`src/design/piecewise_aggregate_approximation_core_assert.svh`:
```
// Assertion macros for the piecewise aggregate approximation core.
// Used by the top level only; empty when SYNTHESIS is defined.
`ifndef PIECEWISE_AGGREGATE_APPROXIMATION_CORE_ASSERT_SVH
`define PIECEWISE_AGGREGATE_APPROXIMATION_CORE_ASSERT_SVH
`ifndef SYNTHESIS
// check a property on every edge outside reset
`define PWAA_ASSERT(label, prop, msg) \
  label: assert property (@(posedge clk_i) disable iff (!rst_ni) prop) else $error(msg);
// check a property on every edge, reset included
`define PWAA_ASSERT_ALWAYS(label, prop, msg) \
  label: assert property (@(posedge clk_i) prop) else $error(msg);
`else
`define PWAA_ASSERT(label, prop, msg)
`define PWAA_ASSERT_ALWAYS(label, prop, msg)
`endif
`endif

```
`src/design/pwaa_pkg.sv`:
```
// Shared widths, register indexes and types of the PAA core.
// No dependencies.
package pwaa_pkg;

  localparam int unsigned CFG_W    = 13;  // config register width
  localparam int unsigned SAMPLE_W = 16;  // sample and coefficient width
  localparam int unsigned SUM_W    = SAMPLE_W + CFG_W + 1;  // weighted sum
  localparam int unsigned QUO_W    = SAMPLE_W;  // quotient magnitude bits
  localparam int unsigned REG_IDX_W = 1;

  localparam logic [REG_IDX_W-1:0] REG_ROW_LENGTH    = 1'b0;
  localparam logic [REG_IDX_W-1:0] REG_SEGMENT_COUNT = 1'b1;

  localparam int unsigned QUEUE_DEPTH = 4;

  // one job from front to back: a segment sum to divide or a sample to pass
  typedef struct packed {
    logic signed [SUM_W-1:0] value;
    logic                    last;
    logic                    pass;
  } pwaa_job_t;

  typedef struct packed {
    logic at_last;    // next sample closes the row
    logic row_start;  // row position is zero
    logic fill_lt_n;  // open segment below one segment span
  } pwaa_front_stat_t;

  typedef struct packed {
    logic busy;       // divider holds a job
  } pwaa_back_stat_t;

endpackage

```
`src/design/pwaa_queue.sv`:
```
// Small FIFO of jobs between the PAA front and back ends.
// Depends on pwaa_pkg.
module pwaa_queue #(
  parameter int unsigned DEPTH = 4
) (
  input  logic                clk_i,
  input  logic                rst_ni,
  input  logic                push_i,
  input  pwaa_pkg::pwaa_job_t wdata_i,
  input  logic                pop_i,
  output pwaa_pkg::pwaa_job_t rdata_o,
  output logic                full_o,
  output logic                empty_o
);
  import pwaa_pkg::*;

  localparam int unsigned PW = $clog2(DEPTH);
  localparam int unsigned CW = $clog2(DEPTH + 1);

  pwaa_job_t        mem_q [DEPTH];
  logic [PW-1:0]    wr_ptr_q, wr_ptr_d;
  logic [PW-1:0]    rd_ptr_q, rd_ptr_d;
  logic [CW-1:0]    cnt_q, cnt_d;

  assign full_o  = (cnt_q == CW'(DEPTH));
  assign empty_o = (cnt_q == '0);
  assign rdata_o = mem_q[rd_ptr_q];

  // pointer and fill count update
  always_comb begin
    wr_ptr_d = wr_ptr_q;
    rd_ptr_d = rd_ptr_q;
    cnt_d    = cnt_q;
    if (push_i) begin
      wr_ptr_d = (wr_ptr_q == PW'(DEPTH - 1)) ? '0 : wr_ptr_q + 1'b1;
    end
    if (pop_i) begin
      rd_ptr_d = (rd_ptr_q == PW'(DEPTH - 1)) ? '0 : rd_ptr_q + 1'b1;
    end
    if (push_i && !pop_i) begin
      cnt_d = cnt_q + 1'b1;
    end else if (pop_i && !push_i) begin
      cnt_d = cnt_q - 1'b1;
    end
  end

  always_ff @(posedge clk_i or negedge rst_ni) begin
    if (!rst_ni) begin
      wr_ptr_q <= '0;
      rd_ptr_q <= '0;
      cnt_q    <= '0;
    end else begin
      wr_ptr_q <= wr_ptr_d;
      rd_ptr_q <= rd_ptr_d;
      cnt_q    <= cnt_d;
    end
  end

  // entry storage
  always_ff @(posedge clk_i) begin
    if (push_i) begin
      mem_q[wr_ptr_q] <= wdata_i;
    end
  end

endmodule

```
`src/design/pwaa_front.sv`:
```
// PAA front end: takes samples, weights them into the open segment and
// queues finished segment sums or pass-through samples. Depends on pwaa_pkg.
module pwaa_front #(
  parameter int unsigned IDX_W = 12
) (
  input  logic                             clk_i,
  input  logic                             rst_ni,
  input  logic                             clear_i,
  input  logic [pwaa_pkg::CFG_W-1:0]       n_i,
  input  logic [pwaa_pkg::CFG_W-1:0]       s_i,
  input  logic                             in_valid_i,
  output logic                             in_stall_o,
  input  logic signed [pwaa_pkg::SAMPLE_W-1:0] sample_i,
  input  logic                             q_full_i,
  output logic                             q_push_o,
  output pwaa_pkg::pwaa_job_t              q_data_o,
  output pwaa_pkg::pwaa_front_stat_t       stat_o
);
  import pwaa_pkg::*;

  logic [IDX_W-1:0]        idx_q, idx_d;
  logic [CFG_W-1:0]        fill_q, fill_d;
  logic signed [SUM_W-1:0] sum_q, sum_d;

  logic                    accept, last, pass, seg_done;
  logic [IDX_W:0]          idx_inc;
  logic [CFG_W:0]          fill_plus;
  logic [CFG_W-1:0]        part, rest;
  logic signed [SUM_W-1:0] x_ext, part_ext, s_ext;
  logic signed [SUM_W-1:0] prod_part, prod_s, total;

  assign in_stall_o = q_full_i;
  assign accept     = in_valid_i && !q_full_i;

  // row position and segment boundary
  assign idx_inc   = {1'b0, idx_q} + 1'b1;
  assign last      = (32'(idx_inc) >= 32'(n_i));
  assign pass      = (n_i <= s_i);
  assign fill_plus = {1'b0, fill_q} + {1'b0, s_i};
  assign seg_done  = (fill_plus >= {1'b0, n_i});
  assign part      = n_i - fill_q;
  assign rest      = s_i - part;

  // weighting: sample times the units it gives to each side
  assign x_ext     = SUM_W'(sample_i);
  assign part_ext  = $signed({{(SUM_W - CFG_W){1'b0}}, part});
  assign s_ext     = $signed({{(SUM_W - CFG_W){1'b0}}, s_i});
  assign prod_part = x_ext * part_ext;
  assign prod_s    = x_ext * s_ext;
  assign total     = sum_q + prod_part;

  // queued job
  assign q_push_o       = accept && (pass || seg_done);
  assign q_data_o.value = pass ? x_ext : total;
  assign q_data_o.last  = last;
  assign q_data_o.pass  = pass;

  always_comb begin
    idx_d  = idx_q;
    fill_d = fill_q;
    sum_d  = sum_q;
    if (clear_i) begin
      idx_d  = '0;
      fill_d = '0;
      sum_d  = '0;
    end else if (accept) begin
      if (!pass) begin
        if (seg_done) begin
          fill_d = rest;
          sum_d  = prod_s - prod_part;
        end else begin
          fill_d = fill_plus[CFG_W-1:0];
          sum_d  = sum_q + prod_s;
        end
      end
      if (last) begin
        idx_d  = '0;
        fill_d = '0;
        sum_d  = '0;
      end else begin
        idx_d = idx_inc[IDX_W-1:0];
      end
    end
  end

  always_ff @(posedge clk_i or negedge rst_ni) begin
    if (!rst_ni) begin
      idx_q  <= '0;
      fill_q <= '0;
      sum_q  <= '0;
    end else begin
      idx_q  <= idx_d;
      fill_q <= fill_d;
      sum_q  <= sum_d;
    end
  end

  assign stat_o.at_last   = last;
  assign stat_o.row_start = (idx_q == '0);
  assign stat_o.fill_lt_n = (fill_q < n_i);

endmodule

```
`src/design/pwaa_back.sv`:
```
// PAA back end: restoring divider, one quotient bit a cycle, and the
// output register. Depends on pwaa_pkg.
module pwaa_back (
  input  logic                                 clk_i,
  input  logic                                 rst_ni,
  input  logic [pwaa_pkg::CFG_W-1:0]           n_i,
  input  logic                                 q_empty_i,
  input  pwaa_pkg::pwaa_job_t                  q_data_i,
  output logic                                 q_pop_o,
  output logic                                 out_valid_o,
  input  logic                                 out_stall_i,
  output logic signed [pwaa_pkg::SAMPLE_W-1:0] coefficient_o,
  output logic                                 last_of_row_o,
  output pwaa_pkg::pwaa_back_stat_t            stat_o
);
  import pwaa_pkg::*;

  localparam logic [1:0] ST_IDLE = 2'd0;
  localparam logic [1:0] ST_DIV  = 2'd1;
  localparam logic [1:0] ST_DONE = 2'd2;

  localparam int unsigned STEP_W = $clog2(QUO_W);

  logic [1:0]              state_q, state_d;
  logic [STEP_W-1:0]       cnt_q, cnt_d;
  logic [CFG_W-1:0]        rem_q, rem_d;
  logic [QUO_W-1:0]        dq_q, dq_d;
  logic                    neg_q, neg_d;
  logic                    last_q, last_d;
  logic                    out_valid_q, out_valid_d;
  logic signed [SAMPLE_W-1:0] coef_q, coef_d;
  logic                    out_last_q, out_last_d;

  logic                    out_free, load_out;
  logic [SUM_W-2:0]        mag;
  logic signed [SUM_W-1:0] neg_value;
  logic [CFG_W:0]          r2;
  logic                    ge;
  logic [QUO_W-1:0]        quo;

  assign out_free = !out_valid_q || !out_stall_i;

  // magnitude of the segment sum; it stays below 2**(SUM_W-2)
  assign neg_value = -q_data_i.value;
  assign mag = q_data_i.value[SUM_W-1] ? neg_value[SUM_W-2:0]
                                       : q_data_i.value[SUM_W-2:0];

  // one restoring step
  assign r2  = {rem_q, dq_q[QUO_W-1]};
  assign ge  = (r2 >= {1'b0, n_i});
  assign quo = neg_q ? (~dq_q + 1'b1) : dq_q;

  always_comb begin
    state_d     = state_q;
    cnt_d       = cnt_q;
    rem_d       = rem_q;
    dq_d        = dq_q;
    neg_d       = neg_q;
    last_d      = last_q;
    q_pop_o     = 1'b0;
    load_out    = 1'b0;
    coef_d      = coef_q;
    out_last_d  = out_last_q;
    case (state_q)
      ST_IDLE: begin
        if (!q_empty_i) begin
          if (q_data_i.pass) begin
            if (out_free) begin
              q_pop_o    = 1'b1;
              load_out   = 1'b1;
              coef_d     = q_data_i.value[SAMPLE_W-1:0];
              out_last_d = q_data_i.last;
            end
          end else begin
            q_pop_o = 1'b1;
            rem_d   = CFG_W'(mag >> QUO_W);
            dq_d    = mag[QUO_W-1:0];
            neg_d   = q_data_i.value[SUM_W-1];
            last_d  = q_data_i.last;
            cnt_d   = '1;
            state_d = ST_DIV;
          end
        end
      end
      ST_DIV: begin
        rem_d = ge ? CFG_W'(r2 - {1'b0, n_i}) : r2[CFG_W-1:0];
        dq_d  = {dq_q[QUO_W-2:0], ge};
        cnt_d = cnt_q - 1'b1;
        if (cnt_q == '0) begin
          state_d = ST_DONE;
        end
      end
      ST_DONE: begin
        if (out_free) begin
          load_out   = 1'b1;
          coef_d     = quo;
          out_last_d = last_q;
          state_d    = ST_IDLE;
        end
      end
      default: begin
        state_d = ST_IDLE;
      end
    endcase
    out_valid_d = load_out ? 1'b1 : (out_valid_q && out_stall_i);
  end

  always_ff @(posedge clk_i or negedge rst_ni) begin
    if (!rst_ni) begin
      state_q     <= ST_IDLE;
      cnt_q       <= '0;
      out_valid_q <= 1'b0;
    end else begin
      state_q     <= state_d;
      cnt_q       <= cnt_d;
      out_valid_q <= out_valid_d;
    end
  end

  // divider and output payload
  always_ff @(posedge clk_i) begin
    rem_q      <= rem_d;
    dq_q       <= dq_d;
    neg_q      <= neg_d;
    last_q     <= last_d;
    coef_q     <= coef_d;
    out_last_q <= out_last_d;
  end

  assign out_valid_o   = out_valid_q;
  assign coefficient_o = coef_q;
  assign last_of_row_o = out_last_q;
  assign stat_o.busy   = (state_q != ST_IDLE);

endmodule

```
`src/design/piecewise_aggregate_approximation_core.sv`:
```
// A pass-through sample goes through the job queue and the output register; a
// segment average goes through the job queue, the divider and the output register.
// One sample per cycle into the front end while the job queue is not full; the back
// end takes a new segment only once the last has left its one-bit-per-cycle divider.
// Reset: row_length 1024, segment_count 64, row state and job queue empty.
`include "piecewise_aggregate_approximation_core_assert.svh"
module piecewise_aggregate_approximation_core #(
  parameter int unsigned MAX_ROW = 4096
) (
  input  logic                                 clk_i,
  input  logic                                 rst_ni,
  input  logic                                 cfg_we_i,
  input  logic [pwaa_pkg::REG_IDX_W-1:0]       cfg_index_i,
  input  logic [pwaa_pkg::CFG_W-1:0]           cfg_wdata_i,
  input  logic                                 in_valid_i,
  output logic                                 in_stall_o,
  input  logic signed [pwaa_pkg::SAMPLE_W-1:0] sample_i,
  output logic                                 out_valid_o,
  input  logic                                 out_stall_i,
  output logic signed [pwaa_pkg::SAMPLE_W-1:0] coefficient_o,
  output logic                                 last_of_row_o
);
  import pwaa_pkg::*;

  localparam int unsigned IDX_W     = $clog2(MAX_ROW);
  localparam int unsigned CFG_MAX   = (1 << CFG_W) - 1;
  localparam int unsigned CLAMP_TOP = (MAX_ROW > CFG_MAX) ? CFG_MAX : MAX_ROW;

  logic [CFG_W-1:0]  row_length_q, segment_count_q;
  logic [CFG_W-1:0]  n_eff, s_eff;
  logic              q_push, q_pop, q_full, q_empty;
  pwaa_job_t         q_wdata, q_rdata;
  pwaa_front_stat_t  fr_stat;
  pwaa_back_stat_t   bk_stat;

  // configuration registers
  always_ff @(posedge clk_i or negedge rst_ni) begin
    if (!rst_ni) begin
      row_length_q    <= CFG_W'(1024);
      segment_count_q <= CFG_W'(64);
    end else if (cfg_we_i) begin
      case (cfg_index_i)
        REG_ROW_LENGTH:    row_length_q    <= cfg_wdata_i;
        REG_SEGMENT_COUNT: segment_count_q <= cfg_wdata_i;
        default: ;
      endcase
    end
  end

  // zero reads as one, large values saturate at the row limit
  assign n_eff = (row_length_q == '0) ? CFG_W'(1) :
                 (32'(row_length_q) > CLAMP_TOP) ? CFG_W'(CLAMP_TOP) : row_length_q;
  assign s_eff = (segment_count_q == '0) ? CFG_W'(1) :
                 (32'(segment_count_q) > CLAMP_TOP) ? CFG_W'(CLAMP_TOP) : segment_count_q;

  pwaa_front #(
    .IDX_W (IDX_W)
  ) u_front (
    .clk_i      (clk_i),
    .rst_ni     (rst_ni),
    .clear_i    (cfg_we_i),
    .n_i        (n_eff),
    .s_i        (s_eff),
    .in_valid_i (in_valid_i),
    .in_stall_o (in_stall_o),
    .sample_i   (sample_i),
    .q_full_i   (q_full),
    .q_push_o   (q_push),
    .q_data_o   (q_wdata),
    .stat_o     (fr_stat)
  );

  pwaa_queue #(
    .DEPTH (QUEUE_DEPTH)
  ) u_queue (
    .clk_i   (clk_i),
    .rst_ni  (rst_ni),
    .push_i  (q_push),
    .wdata_i (q_wdata),
    .pop_i   (q_pop),
    .rdata_o (q_rdata),
    .full_o  (q_full),
    .empty_o (q_empty)
  );

  pwaa_back u_back (
    .clk_i         (clk_i),
    .rst_ni        (rst_ni),
    .n_i           (n_eff),
    .q_empty_i     (q_empty),
    .q_data_i      (q_rdata),
    .q_pop_o       (q_pop),
    .out_valid_o   (out_valid_o),
    .out_stall_i   (out_stall_i),
    .coefficient_o (coefficient_o),
    .last_of_row_o (last_of_row_o),
    .stat_o        (bk_stat)
  );

  // checks
  `PWAA_ASSERT(a_queue_no_overflow, q_push |-> !q_full, "job pushed into full queue")
  `PWAA_ASSERT(a_last_restarts_row, (in_valid_i && !in_stall_o && fr_stat.at_last) |=> fr_stat.row_start, "row did not restart after its last sample")
  `PWAA_ASSERT(a_fill_below_span, fr_stat.fill_lt_n, "open segment reached a full span")
  `PWAA_ASSERT_ALWAYS(a_no_pop_while_busy, bk_stat.busy |-> !q_pop, "queue popped while divider busy")

endmodule
```
`config.mk`:
```
export PLATFORM = sky130hd
export DESIGN_NAME = piecewise_aggregate_approximation_core
export DESIGN_NICKNAME = d
export VERILOG_FILES = /design/src/design/pwaa_pkg.sv /design/src/design/pwaa_queue.sv /design/src/design/pwaa_front.sv /design/src/design/pwaa_back.sv /design/src/design/piecewise_aggregate_approximation_core.sv
export VERILOG_INCLUDE_DIRS = /design/src /design/src/design
export SDC_FILE = /design/constraint.sdc
export NUM_CORES = 2
export LEC_CHECK = 0
export BUFFER_PORTS_ARGS = -buffer_cell sky130_fd_sc_hd__buf_2
export CORE_MARGIN = 2
export CORE_UTILIZATION = 30
export DETAILED_ROUTE_END_ITERATION = 8
export GPL_TIMING_DRIVEN = 0
export MAX_ROUTING_LAYER = met4
export PLACE_DENSITY = 0.45
export SETUP_SLACK_MARGIN = 0.02
export SLEW_MARGIN = 20
export SYNTH_ARGS = -nofsm -noshare
export SYNTH_HDL_FRONTEND = slang
export SYNTH_SLANG_ARGS = --single-unit
```
`constraint.sdc`:
```
create_clock -name clk_i -period 13.82 [get_ports clk_i]
set_clock_uncertainty 0.1 [all_clocks]
set_input_delay 1.382 -clock clk_i [delete_from_list [all_inputs] [get_ports clk_i]]
set_output_delay 1.382 -clock clk_i [all_outputs]
set_load 0.02 [all_outputs]
```
**Word-level counts from Yosys, hierarchy flattened**

Memory sizes are Yosys's and may differ from the RTL's.
Index checks and enable logic that the tools add are counted.

- Register bits after elaboration: 143
- RAM bits: 128
- Output and inout bits: 19
- Memories: 1

- Add/subtract/negate cells: 15
- $mul: 2
- Magnitude comparators: 6
- Equal/unequal tests: 12
- Multiplexer cells: 59
- Bitwise gates (word level): 4
- Reduce and logical (&&, ||, !) cells: 28

Memory list:

| memory | words | bits a word | rd ports | clocked after Yosys merged registers in | write ports | line | source |
|---|---|---|---|---|---|---|---|
| u_queue.mem_q | 4 | 32 | 1 | 0 | 1 | pwaa_queue.sv:20 | `pwaa_job_t mem_q [DEPTH];` |

Operator list:

| kind | number |
|---|---|
| two-way mux 30 bit | 6 |
| two-way mux 13 bit | 12 |
| two-way mux 16 bit | 7 |
| case mux 16 bit (2 select lines) | 2 |
| adder 30 bit | 2 |
| multiplier 16 x 14 -> 30 bit | 2 |
| subtractor 13 bit | 3 |
| two-way mux 12 bit | 3 |
| subtractor 30 bit | 1 |
| two-way mux 29 bit | 1 |
| negator 29 bit | 1 |
| >= comparator 14 x 13 -> 1 bit | 2 |
| greater-than comparator 13 bit, second input constant | 2 |
| logical NOT 13 bit | 2 |
| case mux 13 bit (2 select lines) | 1 |
| adder 16 x 1 -> 16 bit, second input constant | 1 |
| inverter 16 bit | 1 |
| adder 13 x 13 -> 14 bit | 1 |
| adder 12 x 1 -> 13 bit, second input constant | 1 |
| >= comparator 13 bit | 1 |
| less-or-equal comparator 13 bit | 1 |
| two-way mux 1 bit | 13 |
| two-way mux 2 bit | 6 |
| two-way mux 4 bit | 2 |
| 26 further kinds | 52 |

**Longest topological paths before layout**

- Depth after elaboration: 11
- Depth in mapped cells: 48
- Gate-level depth less buffers: 48

**Modules after synthesis**

From an unflattened synthesis, not the netlist that was laid out.

- Cells, all modules: 3701
- Area total of the unflattened synthesis: 35227.5 um^2

By module, submodules not included:

| module | instances | cells each | area each (um^2) | seq. area each (um^2) |
|---|---|---|---|---|
| pwaa_front | 1 | 2984 | 24933.9 | 1376.3 |
| pwaa_queue | 1 | 205 | 5081.1 | 4018.9 |
| pwaa_back | 1 | 420 | 3968.8 | 1616.6 |
| piecewise_aggregate_approximation_core | 1 | 92 | 1243.7 | 653.1 |

**Worst setup path after synthesis**

Ideal clock, no wire load.

- Kind: reg-to-reg
- Start: register row_length_q[10]
- End: register u_front.sum_q[29]
- Setup time: 121 ps
- Arrival: 9638 ps
- Required time: 13599 ps
- Setup slack: 3961 ps
- Cell stages (with the launch flop): 42
- Path buffers: 2
- Period minus slack after synthesis: 9859 ps
- Path through: dfstp_2 nor4_1 a31oi_1 nor2_1 inv_1 ha_1 inv_1 fa_1 a21o_1 a21oi_1 o21a_1 nor3_1 a2111oi_0 xnor2_1 clkbuf_1 nand2_1 fa_1 inv_1 [... 6 more ...] inv_1 ha_1 clkbuf_1 a21o_1 a221o_1 a41oi_1 xnor2_1 mux2i_1 ha_1 and3_1 and3_1 a41oi_1 o31ai_1 a31oi_1 o21ai_1 xnor2_1 xnor2_1 a22o_1

- Word-level cells in the longest chain between the ends: 11
- Elaborated cells on any way between the ends: 17
- Classes of those cells: 2 x add/sub; 1 x mul; 4 x order compare; 1 x eq/ne; 7 x mux; 2 x reduce/logical

Ends and longest elaborated chain:

| item | line | source |
|---|---|---|
| start, declared | piecewise_aggregate_approximation_core.sv:29 | `logic [CFG_W-1:0] row_length_q, segment_count_q;` |
| start signal, assigned | piecewise_aggregate_approximation_core.sv:43 | `REG_ROW_LENGTH: row_length_q <= cfg_wdata_i;` |
| greater-than comparator 13 bit | piecewise_aggregate_approximation_core.sv:52 | `(32'(row_length_q) > CLAMP_TOP) ? CFG_W'(CLAMP_TOP) : row_length_q;` |
| two-way mux 13 bit | piecewise_aggregate_approximation_core.sv:52 |  |
| two-way mux 13 bit * | piecewise_aggregate_approximation_core.sv:51 | `assign n_eff = (row_length_q == '0) ? CFG_W'(1) :` |
| subtractor 13 bit | pwaa_front.sv:41 | `assign part = n_i - fill_q;` |
| multiplier 16 x 14 -> 30 bit | pwaa_front.sv:48 | `assign prod_part = x_ext * part_ext;` |
| subtractor 30 bit | pwaa_front.sv:70 | `sum_d = prod_s - prod_part;` |
| two-way mux 30 bit | pwaa_front.sv:68 | `if (seg_done) begin` |
| two-way mux 30 bit | pwaa_front.sv:67 | `if (!pass) begin` |
| two-way mux 30 bit | pwaa_front.sv:76 | `if (last) begin` |
| two-way mux 30 bit | pwaa_front.sv:66 | `end else if (accept) begin` |
| two-way mux 30 bit | pwaa_front.sv:62 | `if (clear_i) begin` |
| end signal, assigned | pwaa_front.sv:94 | `sum_q <= sum_d;` |
| end, declared | pwaa_front.sv:23 | `logic signed [SUM_W-1:0] sum_q, sum_d;` |

Every way passes the cells marked *; elsewhere a longest branch is shown, timed or not. The select of a mux whose other input is x is not followed.
A chain may end at the register's enable or synchronous reset.

**Worst setup path in the final report**

- Start: register row_length_q[1]
- End: register u_front.sum_q[29]

Same word-level chain as after synthesis.

==> flow_summary.yaml <==
setup_path:
  reg2reg_from: "row_length_q[1]"
  crit_fanout: 10
  rrSetupSlack_ns: 1.06
  critPathKind: "flip-flop to flip-flop"
  max_stage_delay_ns: 0.64
  cpMaxStageDelayCell: "xnor2_2"
  start_kind: "flip-flop"
  cp.arrival_ns: 13.11
  reg2regPathDepth: 47
  critPathCaptureType: "flip-flop"
  required_ns: 14.17
  reg2reg_to: "u_front.sum_q[29]"
drt:
  ant_nets: 0
  drt-total-wl_um: 104000
  via_per_inst: 4.85
  post_drt_wl_per_cell_um: 20.0
  drcViolationCount: 0
  drtIter0Drc: 1636
  num_vias: 25200
  dr.pass1.iters: 5
placed_design:
  place.gp.congestion: 0.854
  portBuffers: 40
  post-dp-hpwl_um: 85600
  dp.cells: 5130
clock_tree:
  clkTransAtPathRegs_ns: 0.08
  cts_setup_buffers: 0
  cts_buffers: 35
  hold_buffers: 0
  clock_tree.buffer_depth: 3
  insertion_delay_ns: 0.55
  root_buffer: "clkbuf_16"
  cts_resized: 0
  cts_tree: "done"
  cts_max_level: 2
  cts.sinks: 271
synth:
  yosysSeqAreaShare_pct: 22.5
  syn_nets: 4335
  ys_types: 79
  async_flop_share_pct: 35.1
  synth-main-ff-cell: "edfxtp_1"
  netlist_instances: 3583
  synth_edf_count: 176
  synth_area_um2: 34100
  yosysWarnings: 0
  syn_area_per_cell_um2: 9.53
  ys_ff_latch: 271
floorplanning:
  fp.coreArea_um2: 113000
  die_y_um: 341
  row_count: 123
  die_w_um: 341
  ios: 54
  initial_core_util_pct: 30.3
  die_area_um2: 116000
sta:
  slew_violations: 0
  setup_tns_ns: 0
  worst_pin_slew_ns: 1.17
  hold_violations: 0
  slew_headroom_pct: 21.9
  fmax_mhz: 78.3
  finalCriticalPeriod_ns: 12.76
  whs_ns: 0.385
  setup_viol_count_final: 0
  rsz0062_at_grt: "no"
  min_period_over_period_pct: 92.4
grt:
  overflow: 0
  grt.total_usage_pct: 18.6
  antenna_found_initial: 12
  grt_max_degree: 56
  grt_first_pass_wirelength_um: 159000
  grt_pass1_vias: 25300
finish:
  multi_input_area_um2: 23900
  nets: 4419
  layout-drive-gt1-share_pct: 5.90
  fillers: 11800
  seq_area_um2: 7660
  final_cell_mix: "inv_1 (549), nand2_1 (460), fa_1 (411), ha_1 (306), o21ai_0 (187)"
  areaGrowthSynthToFinish_pct: 10.2
  fin_util_pct: 33.4
  final_cells: 5200
  layout_commonest_cell: "inv_1"
flow_run:
  max-cap-violations: 0
status:
  status: "finished clean"
hold_path:
  hold_end: "u_queue.cnt_q[2]"
  hold_depth: 1
  min_path_type: "flip-flop to flip-flop"
  min-delay-start: "u_queue.cnt_q[2]"
==> per-stage QoR <==
| stage | cell area [µm²] | worst slack, ns |
|---|---|---|
| 2_1_floorplan | 34100 | 3.96 |
| 3_3_place_gp | 36200 | 0.810 |
| 3_5_place_dp | 36400 | 1.25 |
| 4_1_cts | 37600 | 1.18 |
| 5_1_grt | 37600 | 0.251 |
| 6_report | 37600 | 1.06 |
==> worst max-delay path: cells and delay by family (launching register included) <==
family          cells  cell delay, ns
buf+inv             5            0.84
flops               1            0.40
compound gates     21            4.27
xor+xnor            4            1.31
fa+ha+maj           9            4.00
mux                 1            0.19
simple gates        7            1.49
==> cell families after synthesis <==
logic type	Yosys count	share of synthesized area, %
simple gates	999	13.9
fa+ha+maj	717	35.3
buf+inv	688	7.66
compound gates	579	10.6
flops	271	22.5
xor+xnor	232	5.95
mux	97	4.10
==> cells in the mapped netlist (32+ instances only) <==
cell      instances  share of area, %
ha_1            306                11
mux2i_1          35               1.0
xor2_1           89               2.3
nor2b_1          50              0.92
inv_1           550               6.0
clkbuf_1        117               1.3
nand2_1         460               5.1
nor3_1           32              0.47
a21o_1           60               1.3
xnor2_1         143               3.7
and2_1          169               3.1
edfxtp_1        176                15
nor2_1          135               1.5
a21oi_1         133               2.0
dfrtp_1          93               6.8
fa_1            411                24
o21ai_0         187               2.7
==> sequential cells by signal (all words and copies together), names as in the netlist, 2 cells and up <==
name	cells
u_back.cnt_q	4
row_length_q	13
u_front.fill_q	13
u_front.idx_q	12
u_back.dq_q	16
u_back.state_q	2
u_queue.rd_ptr_q	2
segment_count_q	13
u_queue.wr_ptr_q	2
u_back.coefficient_o	16
u_front.sum_q	30
u_queue.mem_q	128
u_back.rem_q	13
u_queue.cnt_q	3
==> worst max path at each step <==
| stage | start | end | slack (ns) | cells after the start |
|---|---|---|---|---|
| finish | row_length_q[1] | u_front.sum_q[29] | 1.06 | 47 |
| CTS | row_length_q[1] | u_queue.mem_q[0][31] | 1.18 | 45 |
| global placement | row_length_q[8] | u_queue.mem_q[2][31] | 0.81 | 45 |
| global route | row_length_q[1] | u_queue.mem_q[0][31] | 0.25 | 46 |
| detailed placement | row_length_q[1] | u_queue.mem_q[0][31] | 1.25 | 45 |
| floorplan | row_length_q[10] | u_front.sum_q[29] | 3.96 | 41 |
==> layout make-up <==
type,count,share of cell area [%]
Antenna cell,6,0.0399
Clock inverter,16,0.519
Tap cell,1500,4.99
Inverter,552,5.51
Clock buffer,48,2.62
Multi-Input combinational cell,2624,63.6
Sequential cell,271,20.4
Buffer,136,1.44
Timing Repair Buffer,47,0.895
==> routing by layer <==
layer	wire length, µm	global-route usage (%)	share of wire [%]
met1	49900	26.0	48
met2	48900	29.8	47
met3	3690	1.60	3.6
met4	1340	2.76	1.3
met5	0	-	0
Power is left out: the tool's default activity adds up to more than one toggle a clock period on the data nets, which glitch-free logic cannot reach.
